`src/sv/quadratic_nearest_root_defines.svh`:
```
// Assertion macros shared by the quadratic nearest root RTL.
`ifndef QUADRATIC_NEAREST_ROOT_DEFINES_SVH
`define QUADRATIC_NEAREST_ROOT_DEFINES_SVH

// Implication checked on every rising edge outside reset.
`define QNR_ASSERT(label, ante, cons, msg) \
  label: assert property (@(posedge clk) disable iff (rst) (ante) |-> (cons)) \
    else $error(msg);

// Implication checked on every rising edge, reset included.
`define QNR_ASSERT_ALWAYS(label, ante, cons, msg) \
  label: assert property (@(posedge clk) (ante) |-> (cons)) else $error(msg);

`endif

```
`src/sv/qnr_pkg.sv`:
```
// Shared types and constants of the quadratic nearest root block.
`default_nettype none
package qnr_pkg;

  localparam int DIST_W     = 32;
  localparam int COEF_W     = 32;
  localparam int EPS_W      = 16;
  localparam int D_W        = 66;
  localparam int ROOT_W     = 33;
  localparam int SREM_W     = 35;
  localparam int NUM_W      = 34;
  localparam int DEN_W      = 33;
  localparam int SQRT_CELLS = 33;

  localparam logic [EPS_W-1:0]  EPS_RESET = 16'd66;
  localparam logic              REG_EPSILON = 1'b0;
  localparam logic [DIST_W-1:0] DIST_MAX = 32'h7FFF_FFFF;
  localparam logic [DIST_W-1:0] DIST_MIN = 32'h8000_0000;

  typedef struct packed {
    logic valid;
    logic go;
    logic neg1;
    logic neg2;
  } ctl_t;

  typedef struct packed {
    logic signed [COEF_W-1:0] a;
    logic signed [COEF_W-1:0] b;
  } ab_t;

endpackage
`default_nettype wire

```
`src/sv/qnr_div_cell.sv`:
```
// One cell of the divider chain: one quotient bit of both roots per beat.
`default_nettype none
module qnr_div_cell #(
  parameter int NW = 50
) (
  input  logic                       clk,
  input  logic                       rst,
  input  logic                       adv,
  input  qnr_pkg::ctl_t              in_ctl,
  input  logic [qnr_pkg::DEN_W-1:0]  in_den,
  input  logic [qnr_pkg::DEN_W-1:0]  in_rem1,
  input  logic [qnr_pkg::DEN_W-1:0]  in_rem2,
  input  logic [NW-1:0]              in_nq1,
  input  logic [NW-1:0]              in_nq2,
  output qnr_pkg::ctl_t              out_ctl,
  output logic [qnr_pkg::DEN_W-1:0]  out_den,
  output logic [qnr_pkg::DEN_W-1:0]  out_rem1,
  output logic [qnr_pkg::DEN_W-1:0]  out_rem2,
  output logic [NW-1:0]              out_nq1,
  output logic [NW-1:0]              out_nq2
);

  logic [qnr_pkg::DEN_W:0] tmp1, tmp2, dif1, dif2, den_x;
  logic                    ge1, ge2;

  // Restoring step; the dividend shifts out the top as quotient bits enter below.
  assign den_x = {1'b0, in_den};
  assign tmp1  = {in_rem1, in_nq1[NW-1]};
  assign tmp2  = {in_rem2, in_nq2[NW-1]};
  assign ge1   = tmp1 >= den_x;
  assign ge2   = tmp2 >= den_x;
  assign dif1  = tmp1 - den_x;
  assign dif2  = tmp2 - den_x;

  always_ff @(posedge clk) begin
    if (rst) begin
      out_ctl <= '0;
    end else if (adv) begin
      out_ctl <= in_ctl;
    end
  end

  always_ff @(posedge clk) begin
    if (adv) begin
      out_den  <= in_den;
      out_rem1 <= ge1 ? dif1[qnr_pkg::DEN_W-1:0] : tmp1[qnr_pkg::DEN_W-1:0];
      out_rem2 <= ge2 ? dif2[qnr_pkg::DEN_W-1:0] : tmp2[qnr_pkg::DEN_W-1:0];
      out_nq1  <= {in_nq1[NW-2:0], ge1};
      out_nq2  <= {in_nq2[NW-2:0], ge2};
    end
  end

endmodule
`default_nettype wire

```
`config.mk`:
```
export PLATFORM = sky130hd
export DESIGN_NAME = qnr_div_cell
export DESIGN_NICKNAME = d
export VERILOG_FILES = /design/src/sv/quadratic_nearest_root_defines.svh /design/src/sv/qnr_pkg.sv /design/src/sv/qnr_div_cell.sv
export SDC_FILE = /design/constraint.sdc
export NUM_CORES = 1
export LEC_CHECK = 0
export ABC_AREA = 1
export BUFFER_PORTS_ARGS = -buffer_cell sky130_fd_sc_hd__buf_4
export CORE_AREA = 3 3 159 161
export DETAILED_ROUTE_END_ITERATION = 10
export DIE_AREA = 0 0 162 164
export GPL_TIMING_DRIVEN = 0
export HOLD_SLACK_MARGIN = 0.1
export PLACE_DENSITY = 0.82
export SYNTH_ARGS = -nofsm -noshare
export SYNTH_HDL_FRONTEND = slang
export SYNTH_SLANG_ARGS = --single-unit
```
`constraint.sdc`:
```
create_clock -name clk -period 5.57 [get_ports clk]
set_input_delay 0.557 -clock clk [delete_from_list [all_inputs] [get_ports clk]]
set_output_delay 0.557 -clock clk [all_outputs]
set_load 0.01 [all_outputs]
```
==> Word level (Yosys, flattened, before mapping) <==
Cells that the tools add are included.
{ "word_totals": {"wordCells": 15, "inputBits": 206, "ff_bits": 203, "output_inout_bits": 203} }
{ "op_classes": {"order_cmp": 2, "n_mux": 2, "addsub": 2} }
{ "ops": {"columns": ["cell", "n"], "rows": [
  ["34-bit by 33-bit greater-or-equal comparator with 1-bit output", 2],
  ["33-bit 2-to-1 mux", 2],
  ["33-bit subtractor", 2]
]} }

==> Depth between registers and ports, before layout <==
Gate-level depths: netlist of the first run.
{ "depth": {"ltp_word": 2, "mapped_depth": 15, "ltp_nobuf": 15} }

==> Worst setup path after synthesis of the first run <==
Ideal clock, no wire load.
{ "synth_path": {"path_kind": "input-to-reg", "startpoint": "in in_nq1[49]", "endpoint": "reg out_rem1[26] (netlist bit), data pin", "t_required_ns": 5.318, "setup_time_ns": 0.252, "stages": 13, "t_arrival_ns": 1.949, "path_buffers": 1, "setup_slack_ns": 3.368, "path_cell_list": "inv_1 ha_1 inv_1 fa_1 nand3_1 nand3_2 nand2_1 nand2_2 nand2_4 nand2_8 buf_12 nand3_2 nand2_1"} }
{ "synth_between": {"elab_chain_len": 2, "word_cells_on_any_way": 3, "cone_classes": "add/sub: 1; order compare: 1; mux: 1"} }
{ "synth_lines": {"columns": ["element", "line", "text"], "rows": [
  ["start, declared", "qnr_div_cell.sv:13", "input logic [NW-1:0] in_nq1,"],
  ["33-bit subtractor / 34-bit by 33-bit greater-or-equal comparator with 1-bit output (equally long branches)", "qnr_div_cell.sv:32, qnr_div_cell.sv:30", null],
  ["33-bit 2-to-1 mux *", "qnr_div_cell.sv:46", "out_rem1 <= ge1 ? dif1[qnr_pkg::DEN_W-1:0] : tmp1[qnr_pkg::DEN_W-1:0];"],
  ["end signal, assigned", "qnr_div_cell.sv:46", null],
  ["end, declared", "qnr_div_cell.sv:17", "output logic [qnr_pkg::DEN_W-1:0] out_rem1,"]
]} }
Mark *: on every way between the ends. The rest lies on a longest branch, timed or not.
A chain may end at the register's enable or synchronous reset.

==> Worst setup path after layout of the first run <==
{ "layout_path": {"startpoint": "in in_den[14] (netlist bit)", "endpoint": "reg out_rem1[21] (netlist bit), data pin"} }
{ "layout_between": {"elab_chain_len": 2, "word_cells_on_any_way": 3, "cone_classes": "add/sub: 1; order compare: 1; mux: 1"} }
{ "layout_lines": {"columns": ["element", "line", "text"], "rows": [
  ["start, declared", "qnr_div_cell.sv:10", "input logic [qnr_pkg::DEN_W-1:0] in_den,"],
  ["33-bit subtractor / 34-bit by 33-bit greater-or-equal comparator with 1-bit output (equally long branches)", "qnr_div_cell.sv:32, qnr_div_cell.sv:30", null],
  ["33-bit 2-to-1 mux *", "qnr_div_cell.sv:46", null]
]} }
Marked as above.

==> impl_results.md, run 1 <==
* Die area at 26570 sq um
* Post-Synth Adder-Cell Area at 0.06867
* First-pass GRT wire length at 64.52 mm
* Max clock buf depth at 3
* Share of the synthesized area in the top cell type at 0.4740
* Pre-CTS setup slack at 2.730 ns
* Worst-Skew Late Latency at 0.52 ns
* Post-synthesis mux area share at 0
* R2R Setup Slk at 4.95 ns
* Most instantiated library cell after synthesis: nand2_1
* Core Region at 24110 sq um
* Reg2reg start: out_ctl[0]$_SDFFE_PP0P_
* Row count at 57
* Sequential area share after synthesis at 0.4803
* Post-route ant nets at 0
* Worst-path clk slew at 0.06 ns
* DRT iter0 DRCs at 1077
* Final Power at 0.004736 W
* WL/cell at 18.97 um
* CTS Root Buffer Type: clkbuf_16
* Worst Setup End Kind: flop
* Post-CTS setup buffers at 0
* H-tree Lvls at 1
* Chip height at 164 um
* CTS tree: yes
* Worst reg2reg endpoint: out_ctl[0]$_SDFFE_PP0P_
* HPWL reported at the end of detailed placement at 35.43 mm
* Hold_buf cts at 0
* Slew HR at 0.5295
* Finished Core Util at 0.7013
* Cell Pwr Density at ~280 nW/um^2
* Main combinational cell family by area after synthesis: simple AND/OR/NAND/NOR gates
* Post-CTS sizing at 0
* Tightest Pin Transition at 0.7057 ns
* Fmax at roughly 420 MHz
* Vias per std cell at 5.110
* Synth Area in Compound Gates at 0.02253
* Vias at 11881
* Final setup TNS at 0 ns
* Net Sw Power at 0.001429 W
* Drt pass-1 iters at 6
* Area Growth Syn to Fin at 34.08%
* Total track usage at 0.3193
* Average size of a mapped cell at 8.150 sq um
* Post-synth EDFFs at 199
* End of the critical path: out_rem1[21]$_DFFE_PP_
* Fin crit share at 0.4241
* Setup ws final at 3.208 ns
* Cell-internal power at 0.003308 W
* Cell Area, Synth at between 10000 and 15000 sq um
* Synth cell count leaders: 590 x nand2_1, 277 x inv_1, 199 x edfxtp_1
* Critical path origin: in_den[14]
* RSZ-0062 raised after global routing: no
* Combinational share of power at 0.263
* Initial antenna violation count at 3
* Synth Flop Type: edfxtp_1
* Xor/xnor share of the synthesized area at 0.01945
* R2r worst-path depth at 2
* Area leader, netlist: edfxtp_1
* Share of cells above drive strength 1 at 0.2660
* Final hold violation count at 0
* VDD IR max at 0.2313 mV
* Hold Crit Class: input pin to flop
* Count of state elements after synthesis at 203
* Mapped Cells at 1547
* Status: finished, final reports clean
* RePlAce Congestion at 0.9717
* DRC at 0
* Simple-Gate Fraction of Synth Area at 0.3137
* Sw Share at 0.3016
* Crit path time final at 2.362 ns
* Total Wirelength at between 40 and 50 mm
* Final Setup Violations at 0
* Nets at 2256
* Clock power share at 0.332
* Worst Path Required at 5.84 ns
* Largest fanout on the critical path at 10
* I/O pins at 409
* Area contributors post-synth: edfxtp_1 47%, nand2_1 18%, inv_1 8.2%
* Ys Warns at 0
* Share of synthesized registers carrying an async set or reset at 0
* Leakage at 8.771 nW
* Clock Sinks at 203
* # port buffers at 408
* WP data arrival at roughly 2.6 ns
* Sequential fraction of design power at 0.405
* Crit path launch type: input pin
* Total grt overflow at 0
* Unique masters post-synth at 33
* Setup Skew at 0 ns
* Largest net degree at the start of global routing at 120
* CP Class: input pin to flop
* Final Max Slew Viols at 0
* Vias in the first global route at between 10000 and 15000
* Hold_ws at 0.1996 ns
* TritonCTS buffer count at 24
* Effective utilization at floorplan at 0.5230
* Max-Cap Viols at 0
* Die width at about 160 um
* Net count after synthesis at 1821
cells by family after synthesis:
group                    Yosys count
AO/OA/AOI/OAI                     53
XOR/XNOR                          28
AND/OR/NAND/NOR                  894
adder cells (fa/ha/maj)           68
flip-flops                       203
buffers and inverters            301
state kept, by name, indices dropped and copies added, names as in the netlist:
| signal | count |
|---|---|
| out_nq1 | 50 |
| out_nq2 | 50 |
| out_den | 33 |
| out_rem1 | 33 |
| out_rem2 | 33 |
| out_ctl | 4 |
worst min path at each step:
stage                                        from                       to  slack [ns]  cells after the start
after floorplan           out_ctl[0]$_SDFFE_PP0P_  out_ctl[0]$_SDFFE_PP0P_        0.48                      2
after global placement    out_ctl[3]$_SDFFE_PP0P_  out_ctl[3]$_SDFFE_PP0P_        0.45                      2
after detailed placement  out_ctl[1]$_SDFFE_PP0P_  out_ctl[1]$_SDFFE_PP0P_        0.45                      2
after CTS                               in_nq1[6]     out_nq1[7]$_DFFE_PP_        0.19                      1
after global routing                   in_nq2[27]    out_nq2[28]$_DFFE_PP_        0.18                      1
final                                  in_nq2[21]    out_nq2[22]$_DFFE_PP_        0.20                      1
layout by cell type, fill, tap and decap left out, types with 5 or more instances in the layout:
master / count
nand2_1: 590
buf_4: 407
inv_1: 277
edfxtp_1: 199
nand3_1: 110
nor2_1: 80
ha_1: 66
a21oi_1: 44
nand3_2: 26
xor2_1: 26
clkbuf_16: 25
nand3b_1: 21
nor3_1: 15
buf_2: 12
and2_1: 11
nand2_2: 10
nor2_2: 7
inv_2: 6
nor3_2: 5
or2_2: 5
nand4_1: 5
clkinv_2: 5
critical path: stages:
cell     delay [ns]
buf_4          0.12
inv_1          0.19
ha_1           0.33
nand2_1        0.12
inv_1          0.06
nand2_1        0.13
inv_2          0.06
nand2_1        0.07
nor2_1         0.08
nand2_1        0.09
nand2_2        0.07
nor2_4         0.28
nand2_8        0.15
buf_12         0.19
nand3_2        0.06
nand2_1        0.07
cell type report:
| class | count | area, sq um |
|---|---|---|
| flip-flops and latches | 203 | 6056 |
| diodes | 1 | 2.502 |
| multi-input cells | 1043 | 5350 |
| clock buffers | 29 | 640.6 |
| repair buffers | 409 | 3098 |
| well taps | 324 | 405.4 |
| plain buffers | 18 | 140.1 |
| inverters | 283 | 1062 |
| fillers | 1932 | 7201 |
| clock inverters | 15 | 150.1 |
through the flow:
stage / instance area, sq um / std cells
after global routing: 16910 / 2325
final: 16910 / 2325
after CTS: 16900 / 2324
after global placement: 16080 / 2279
after detailed placement: 16110 / 2280
after floorplan: 12610 / 1547
power groups by stage:
stage	combinational, W	sequential [W]	clock [W]
after floorplan	0.000555	0.00203	0
after global placement	0.00121	0.00195	0
after detailed placement	0.00123	0.00195	0
after CTS	0.00124	0.00192	0.00159
after global routing	0.00136	0.00193	0.00167
final	0.00125	0.00192	0.00157
routing by layer:
metal	wire length (um)	track usage	vias to the layer above
met1	16560	0.3738	5495
met5	13	0	-
met2	22030	0.5759	504
li1	-	-	5794
met4	1816	0.1198	2
met3	3683	0.06910	86
Power figures use the tool's default switching activity.
==> inputs of run 2 (changes only) <==
- CORE_AREA: 3 3 159 161 -> unset
- CORE_MARGIN: unset -> 3
- CORE_UTILIZATION: unset -> 47
- DIE_AREA: 0 0 162 164 -> unset
- PLACE_DENSITY: 0.82 -> 0.78
- clock period: 5.57 -> 1.95 ns (I/O delays scaled with it)
==> run 2 against run 1 <==
Against the previous run: the run now ends with negative setup slack left; via count is 8.9% higher; sequential cell count stayed put; critical path depth is 2 lower; hold slack worse by 0.051 ns; core utilization is 2.4 points higher; combinational power grew to 3.2 times the previous value; critical endpoint is now out_rem1[23]$_DFFE_PP_; largest cell class unchanged.
==> impl_results.md, run 2 (same netlist as run 1, synthesis figures left out) <==
* Hold Path Stages at 4 (+3)
* Sw Share at 0.3057 (+0.004096)
* Worst reg2reg endpoint: out_ctl[0]$_SDFFE_PP0P_
* Final hold violation count at 0 (unchanged)
* Final Max Slew Viols at 0 (unchanged)
* Die area at 28830 sq um (+8.5%)
* Cell-internal power at 0.009788 W (+200%)
* Net Sw Power at 0.004310 W (+200%)
* Initial antenna violation count at 2 (-1)
* WP data arrival at 2.24 ns (-0.39 ns)
* Cell Pwr Density at 742.0 nW/um^2 (+160%)
* Leakage at 9.637 nW (+9.9%)
* First-pass GRT wire length at 74.99 mm (+16%)
* Hold_sp: in_rem2[0]
* Final setup TNS at -0.01557 ns (-0.01557 ns)
* Clock Sinks at 203 (unchanged)
* Crit path launch type: input pin
* R2r worst-path depth at 3 (+1)
* Crit path max-delay family: simple AND/OR/NAND/NOR gates
* Buffers and inverters on the worst path at 5 (unchanged)
* DRC at 0 (unchanged)
* CP Class: input pin to flop
* Final Setup Violations at 2 (+2)
* Drt pass-1 iters at 5 (-1)
* Effective utilization at floorplan at 0.4811 (-0.04193)
* Max clock buf depth at 3 (unchanged)
* Fmax at 510.4 MHz
* # port buffers at 408 (unchanged)
* Max stage delay on crit path at 0.35 ns (+0.02 ns)
* H-tree Lvls at 1 (unchanged)
* Total Wirelength at 50.27 mm (+14%)
* Max-Cap Viols at 0 (unchanged)
* Total grt overflow at 0 (unchanged)
* Hold_ws at 0.1487 ns (-0.05085 ns)
* TritonCTS buffer count at 24 (unchanged)
* WL/cell at 19.77 um (+4.2%)
* Vias in the first global route at 13185 (+15%)
* Setup ws final at -0.009249 ns (-3.217 ns)
* Final Power at 0.01410 W (+200%)
* Hold Path Sink: out_rem2[1]$_DFFE_PP_
* Largest net degree at the start of global routing at 124 (+3.3%)
* Tightest Pin Transition at 0.6894 ns (-0.01633 ns)
* Area Growth Syn to Fin at 50.68%
* Worst Path Required at 2.23 ns (-3.61 ns)
* Top flop regs: out_nq1: 50 flops, out_nq2: 50 flops
* CP cell instances: buf_4 > inv_1 > ha_1 > inv_1 > nor2_1 > nand3_1 > nor2_1 > nand2_1 > nand2_2 > nor2_4 > buf_4 > buf_2 > nand3_1 > nand2_1
* Vias per std cell at 5.089 (-0.42%)
* Sequential fraction of design power at 0.390 (-0.015)
* VDD IR max at 0.6588 mV (+180%)
* Total track usage at 0.3393 (+0.02000)
* Slew HR at 0.5404 (+0.01089)
* Reg2reg start: out_ctl[0]$_SDFFE_PP0P_
* Die width at 169.8 um (+4.8%)
* Finished Core Util at 0.7249 (+0.02366)
* Share of cells above drive strength 1 at 0.2449 (-0.02110)
* Core Region at 26210 sq um (+8.7%)
* Worst-path clk slew at 0.06 ns (about the same)
* Chip height at 169.8 um (+3.5%)
* Most common cell after layout, fill and taps aside: nand2_1
* Crit path time final at 1.959 ns
* R2R Setup Slk at 0.80 ns (-4.15 ns)
* Setup Skew at 0 ns (unchanged)
* Hold Crit Class: input pin to flop
* Clock power share at 0.327 (-0.005)
* RSZ-0062 raised after global routing: yes
* Largest fanout on the critical path at 10 (unchanged)
* Worst-Skew Late Latency at 0.53 ns (about the same)
* Worst Setup End Kind: flop
* CTS Root Buffer Type: clkbuf_16
* Failing checks: negative setup slack
* Status: complete, but fails checks
* Post-route ant nets at 0 (unchanged)
* Row count at 59 (+3.5%)
* Slowest CP cell: ha_1
* Nets at 2461 (+9.1%)
* Most frequent cells in the layout: 587 x nand2_1, 409 x buf_4, 277 x inv_1, 203 x dlygate4sd3_1, 199 x edfxtp_1
* Fin crit share at 1.005
* RePlAce Congestion at 0.9536 (-1.9%)
* HPWL reported at the end of detailed placement at 35.36 mm (-0.20%)
* DRT iter0 DRCs at 951 (-12%)
* Combinational share of power at 0.283 (+0.020)
* CTS tree: yes
* Vias at 12935 (+8.9%)
* I/O pins at 409 (unchanged)
-- run 2: worst max path at each step --
stage | cells past startpoint | endpoint | from | slack, ns
4_1_cts | 16 | out_rem2[19]$_DFFE_PP_ | in_den[12] | 0.08
3_5_place_dp | 16 | out_rem1[19]$_DFFE_PP_ | in_den[12] | -0.48
5_1_grt | 16 | out_rem1[19]$_DFFE_PP_ | in_den[12] | -0.05
2_1_floorplan | 13 | out_rem1[27]$_DFFE_PP_ | in_nq1[49] | 0.11
3_3_place_gp | 4 | out_ctl[0]$_SDFFE_PP0P_ | adv | -0.77
6_report | 14 | out_rem1[23]$_DFFE_PP_ | in_den[32] | -0.009
-- run 2: layout make-up --
class	count	area, sq um
multi-input cells	1043	5365
fillers	1946	7208
plain buffers	18	142.6
clock inverters	18	195.2
repair buffers	614	5145
inverters	283	1062
flip-flops and latches	203	6056
well taps	335	419.2
diodes	2	5.005
clock buffers	26	608.1
-- run 2: power by group through the flow --
stage          sequential (W)  combinational [W]  clock (W)
6_report              0.00550            0.00398    0.00461
5_1_grt               0.00554            0.00432    0.00483
4_1_cts               0.00547            0.00388    0.00463
3_5_place_dp          0.00555            0.00353          0
3_3_place_gp          0.00555            0.00349          0
2_1_floorplan         0.00579            0.00158          0
-- run 2: per-stage QoR --
step,setup slack [ns],area (sq um),cells
finish,-0.009249,19000,2542
global route,-0.04720,19000,2542
CTS,0.07684,18960,2538
detailed placement,-0.4790,16130,2291
global placement,-0.7724,16090,2290
floorplan,0.1101,12610,1547
-- run 2: repair_timing --
item,4_1_cts,5_1_grt
endpoints found under the setup margin,0,31
setup buffers,0,2
resized for setup,0,6
endpoints found under the hold margin,201,0
hold buffers,203,0
-- run 2: routing by layer --
metal  track usage  wire, um
met2        0.5835     23960
met3       0.06988      3903
met4        0.2205      4090
met5             0         0
met1        0.3829     18310
-- run 2: worst reg2reg max path, cell delays in order, from the launching register on --
cell	delay [ns]
dfxtp_1	0.34
nand2_1	0.06
a21oi_1	0.13
dlygate4sd3_1	0.57
==> inputs of run 3 (changes only) <==
- BUFFER_PORTS_ARGS: -buffer_cell sky130_fd_sc_hd__buf_4 -> unset
- CORE_AREA: unset -> 3 3 160 162
- CORE_MARGIN: 3 -> unset
- CORE_UTILIZATION: 47 -> unset
- DIE_AREA: unset -> 0 0 163 165
- DONT_BUFFER_PORTS: unset -> 1
- PLACE_DENSITY: 0.78 -> 0.69
- RECOVER_POWER: unset -> 50
==> run 3 against run 2 <==
Against the previous run: the flow finishes with violations (negative hold slack); core utilization down 6.8 points; hold slack worse by 0.37 ns; worst setup slack better by 0.058 ns; die area down 6.7%; fmax up 3.1%; clock skew unchanged.
==> impl_results.md, run 3 (same netlist as run 1, synthesis figures left out) <==
* Hold_ws at -0.2171 ns (-0.3658 ns)
* RSZ-0062 raised after global routing: yes
* VDD IR max at 0.5520 mV (-16%)
* Worst-Skew Late Latency at 0.50 ns (-0.03 ns)
* Pre-CTS setup slack at -0.4009 ns (+0.07815 ns)
* Post-route ant nets at 0 (unchanged)
* Crit path time final at 1.901 ns (-0.05827 ns)
* Sequential fraction of design power at 0.468 (+0.078)
* WL/cell at 19.69 um (-0.41%)
* Final Max Slew Viols at 0 (unchanged)
* Failing checks: negative hold slack
* Sw Share at 0.2967 (-0.008995)
* First-pass GRT wire length at 59.86 mm (-20%)
* Total track usage at 0.2954 (-0.04394)
* Status: complete, but fails checks
* Fin cells at 2120 (-17%)
* Effective utilization at floorplan at 0.5200 (+0.03885)
* Chip height at 165 um (-2.8%)
* Fmax at 526.0 MHz (+3.1%)
* CTS tree: yes
* # diodes at 0 (-2)
* Core Region at 24250 sq um (-7.5%)
* Crit path launch type: input pin
* Top flop regs: out_nq1: 50 flops, out_nq2: 50 flops
* Vias at 11009 (-15%)
* Area Growth Syn to Fin at 26.34%
* Fin crit share at 0.9749 (-0.02988)
* CP Class: input pin to flop
* Combinational share of power at 0.200 (-0.083)
* Finished Core Util at 0.6569 (-0.06803)
* CTS Root Buffer Type: clkbuf_16
* Slew HR at 0.6873 (+0.1469)
* Tightest Pin Transition at 0.4691 ns (-0.2203 ns)
* Final hold violation count at 47 (+47)
* Most common cell after layout, fill and taps aside: nand2_1
* HPWL reported at the end of detailed placement at 31.11 mm (-12%)
* H-tree Lvls at 1 (unchanged)
* # port buffers at 0 (-100%)
* Vias per std cell at 5.193 (+2.1%)
* Worst-path clk slew at 0.07 ns (about the same)
* Largest fanout on the critical path at 10 (unchanged)
* Cell-internal power at 0.008798 W (-10%)
* Vias in the first global route at 10440 (-21%)
* Row count at 57 (-3.4%)
* Final Setup Violations at 0 (-2)
* WP data arrival at 2.26 ns (+0.02 ns)
* Net Sw Power at 0.003712 W (-14%)
* Worst Setup End Kind: flop
* Max-Cap Viols at 0 (unchanged)
* Die area at 26900 sq um (-6.7%)
* # placed instances at 1871 (-18%)
* Drt pass-1 iters at 6 (+1)
* Hold Crit Class: input pin to flop
* DRT iter0 DRCs at 1026 (+7.9%)
* Total Wirelength at 41.75 mm (-17%)
* Critical path origin: in_den[32]
* Die width at 163 um (-4.0%)
* Leakage at 7.627 nW (-21%)
* Reg2reg start: out_ctl[1]$_SDFFE_PP0P_
* Setup ws final at 0.04902 ns (+0.05827 ns)
* Initial antenna violation count at 0 (-2)
* Clock Sinks at 203 (unchanged)
* Cell Pwr Density at 785.4 nW/um^2 (+5.8%)
* Total grt overflow at 0 (unchanged)
* Worst Path Required at 2.31 ns (+0.08 ns)
* Max clock buf depth at 3 (unchanged)
* Hold_buf cts at 208 (+2.5%)
* Clock power share at 0.332 (+0.005)
* Largest net degree at the start of global routing at 205 (+65%)
* TritonCTS buffer count at 22 (-8.3%)
* Nets at 2055 (-16%)
* Setup Skew at 0 ns (unchanged)
* DRC at 0 (unchanged)
* I/O pins at 409 (unchanged)
* Hold_sp: adv
* RePlAce Congestion at 0.9381 (-1.6%)
* Most frequent cells in the layout: 589 x nand2_1, 277 x inv_1, 208 x dlygate4sd3_1, 199 x edfxtp_1, 110 x nand3_1
* Share of cells above drive strength 1 at 0.07572 (-0.1692)
run 3: power by group through the flow:
stage	registers (W)	clock network (W)	logic (W)
final	0.00585	0.00415	0.00251
after global routing	0.00587	0.00436	0.00280
after CTS	0.00585	0.00418	0.00243
after detailed placement	0.00594	0	0.00206
after global placement	0.00593	0	0.00203
after floorplan	0.00579	0	0.00158
run 3: cell type report:
cell class | instances | area (sq um)
buffer | 18 | 140.1
clock buffer | 28 | 583.1
clock inverter | 11 | 130.1
fill | 2024 | 8319
inverter | 283 | 1062
multi-input combinational | 1043 | 5443
sequential | 203 | 6056
tap | 324 | 405.4
timing repair buffer | 210 | 2110
run 3: worst max-delay path, cell delays in order:
cell and delay, ns:
inv_1 0.12, ha_1 0.36, inv_1 0.08, nor2_1 0.29, nand3_1 0.17, nor2_1 0.20, nand2_1 0.09, nand2_2 0.09
nor2_4 0.05, buf_12 0.14, nand2_8 0.10, buf_12 0.16, nand3_2 0.10, nand2_1 0.10
run 3: final timing paths:
check,end,slack (ns),cells after the start
max,out_rem1[19]$_DFFE_PP_,0.05,14
min,out_rem2[32]$_DFFE_PP_,-0.22,0
max reg2reg,out_ctl[1]$_SDFFE_PP0P_,0.72,3
min reg2reg,out_ctl[3]$_SDFFE_PP0P_,1.07,3
run 3: through the flow:
step | TNS (ns) | power [W] | instance area, sq um
5_1_grt | -0.03770 | 0.01303 | 15930
3_3_place_gp | -19.18 | 0.007968 | 13010
4_1_cts | 0 | 0.01247 | 15810
2_1_floorplan | 0 | 0.007378 | 12610
3_5_place_dp | -20.25 | 0.008001 | 13010
6_report | 0 | 0.01251 | 15930
run 3: what timing repair did:
item / 4_1_cts / 5_1_grt
endpoints found under the setup margin: 0 / 2
setup buffers: 0 / 2
resized for setup: 0 / 17
hold endpoints to repair: 400 / 200
run 3: metal layers:
layer	up-vias	part of all wire	GRT usage
met5	-	0	0
met4	0	0.039	0.1111
met3	86	0.073	0.05668
met2	432	0.50	0.5318
met1	5104	0.38	0.3505
li1	5387	-	-
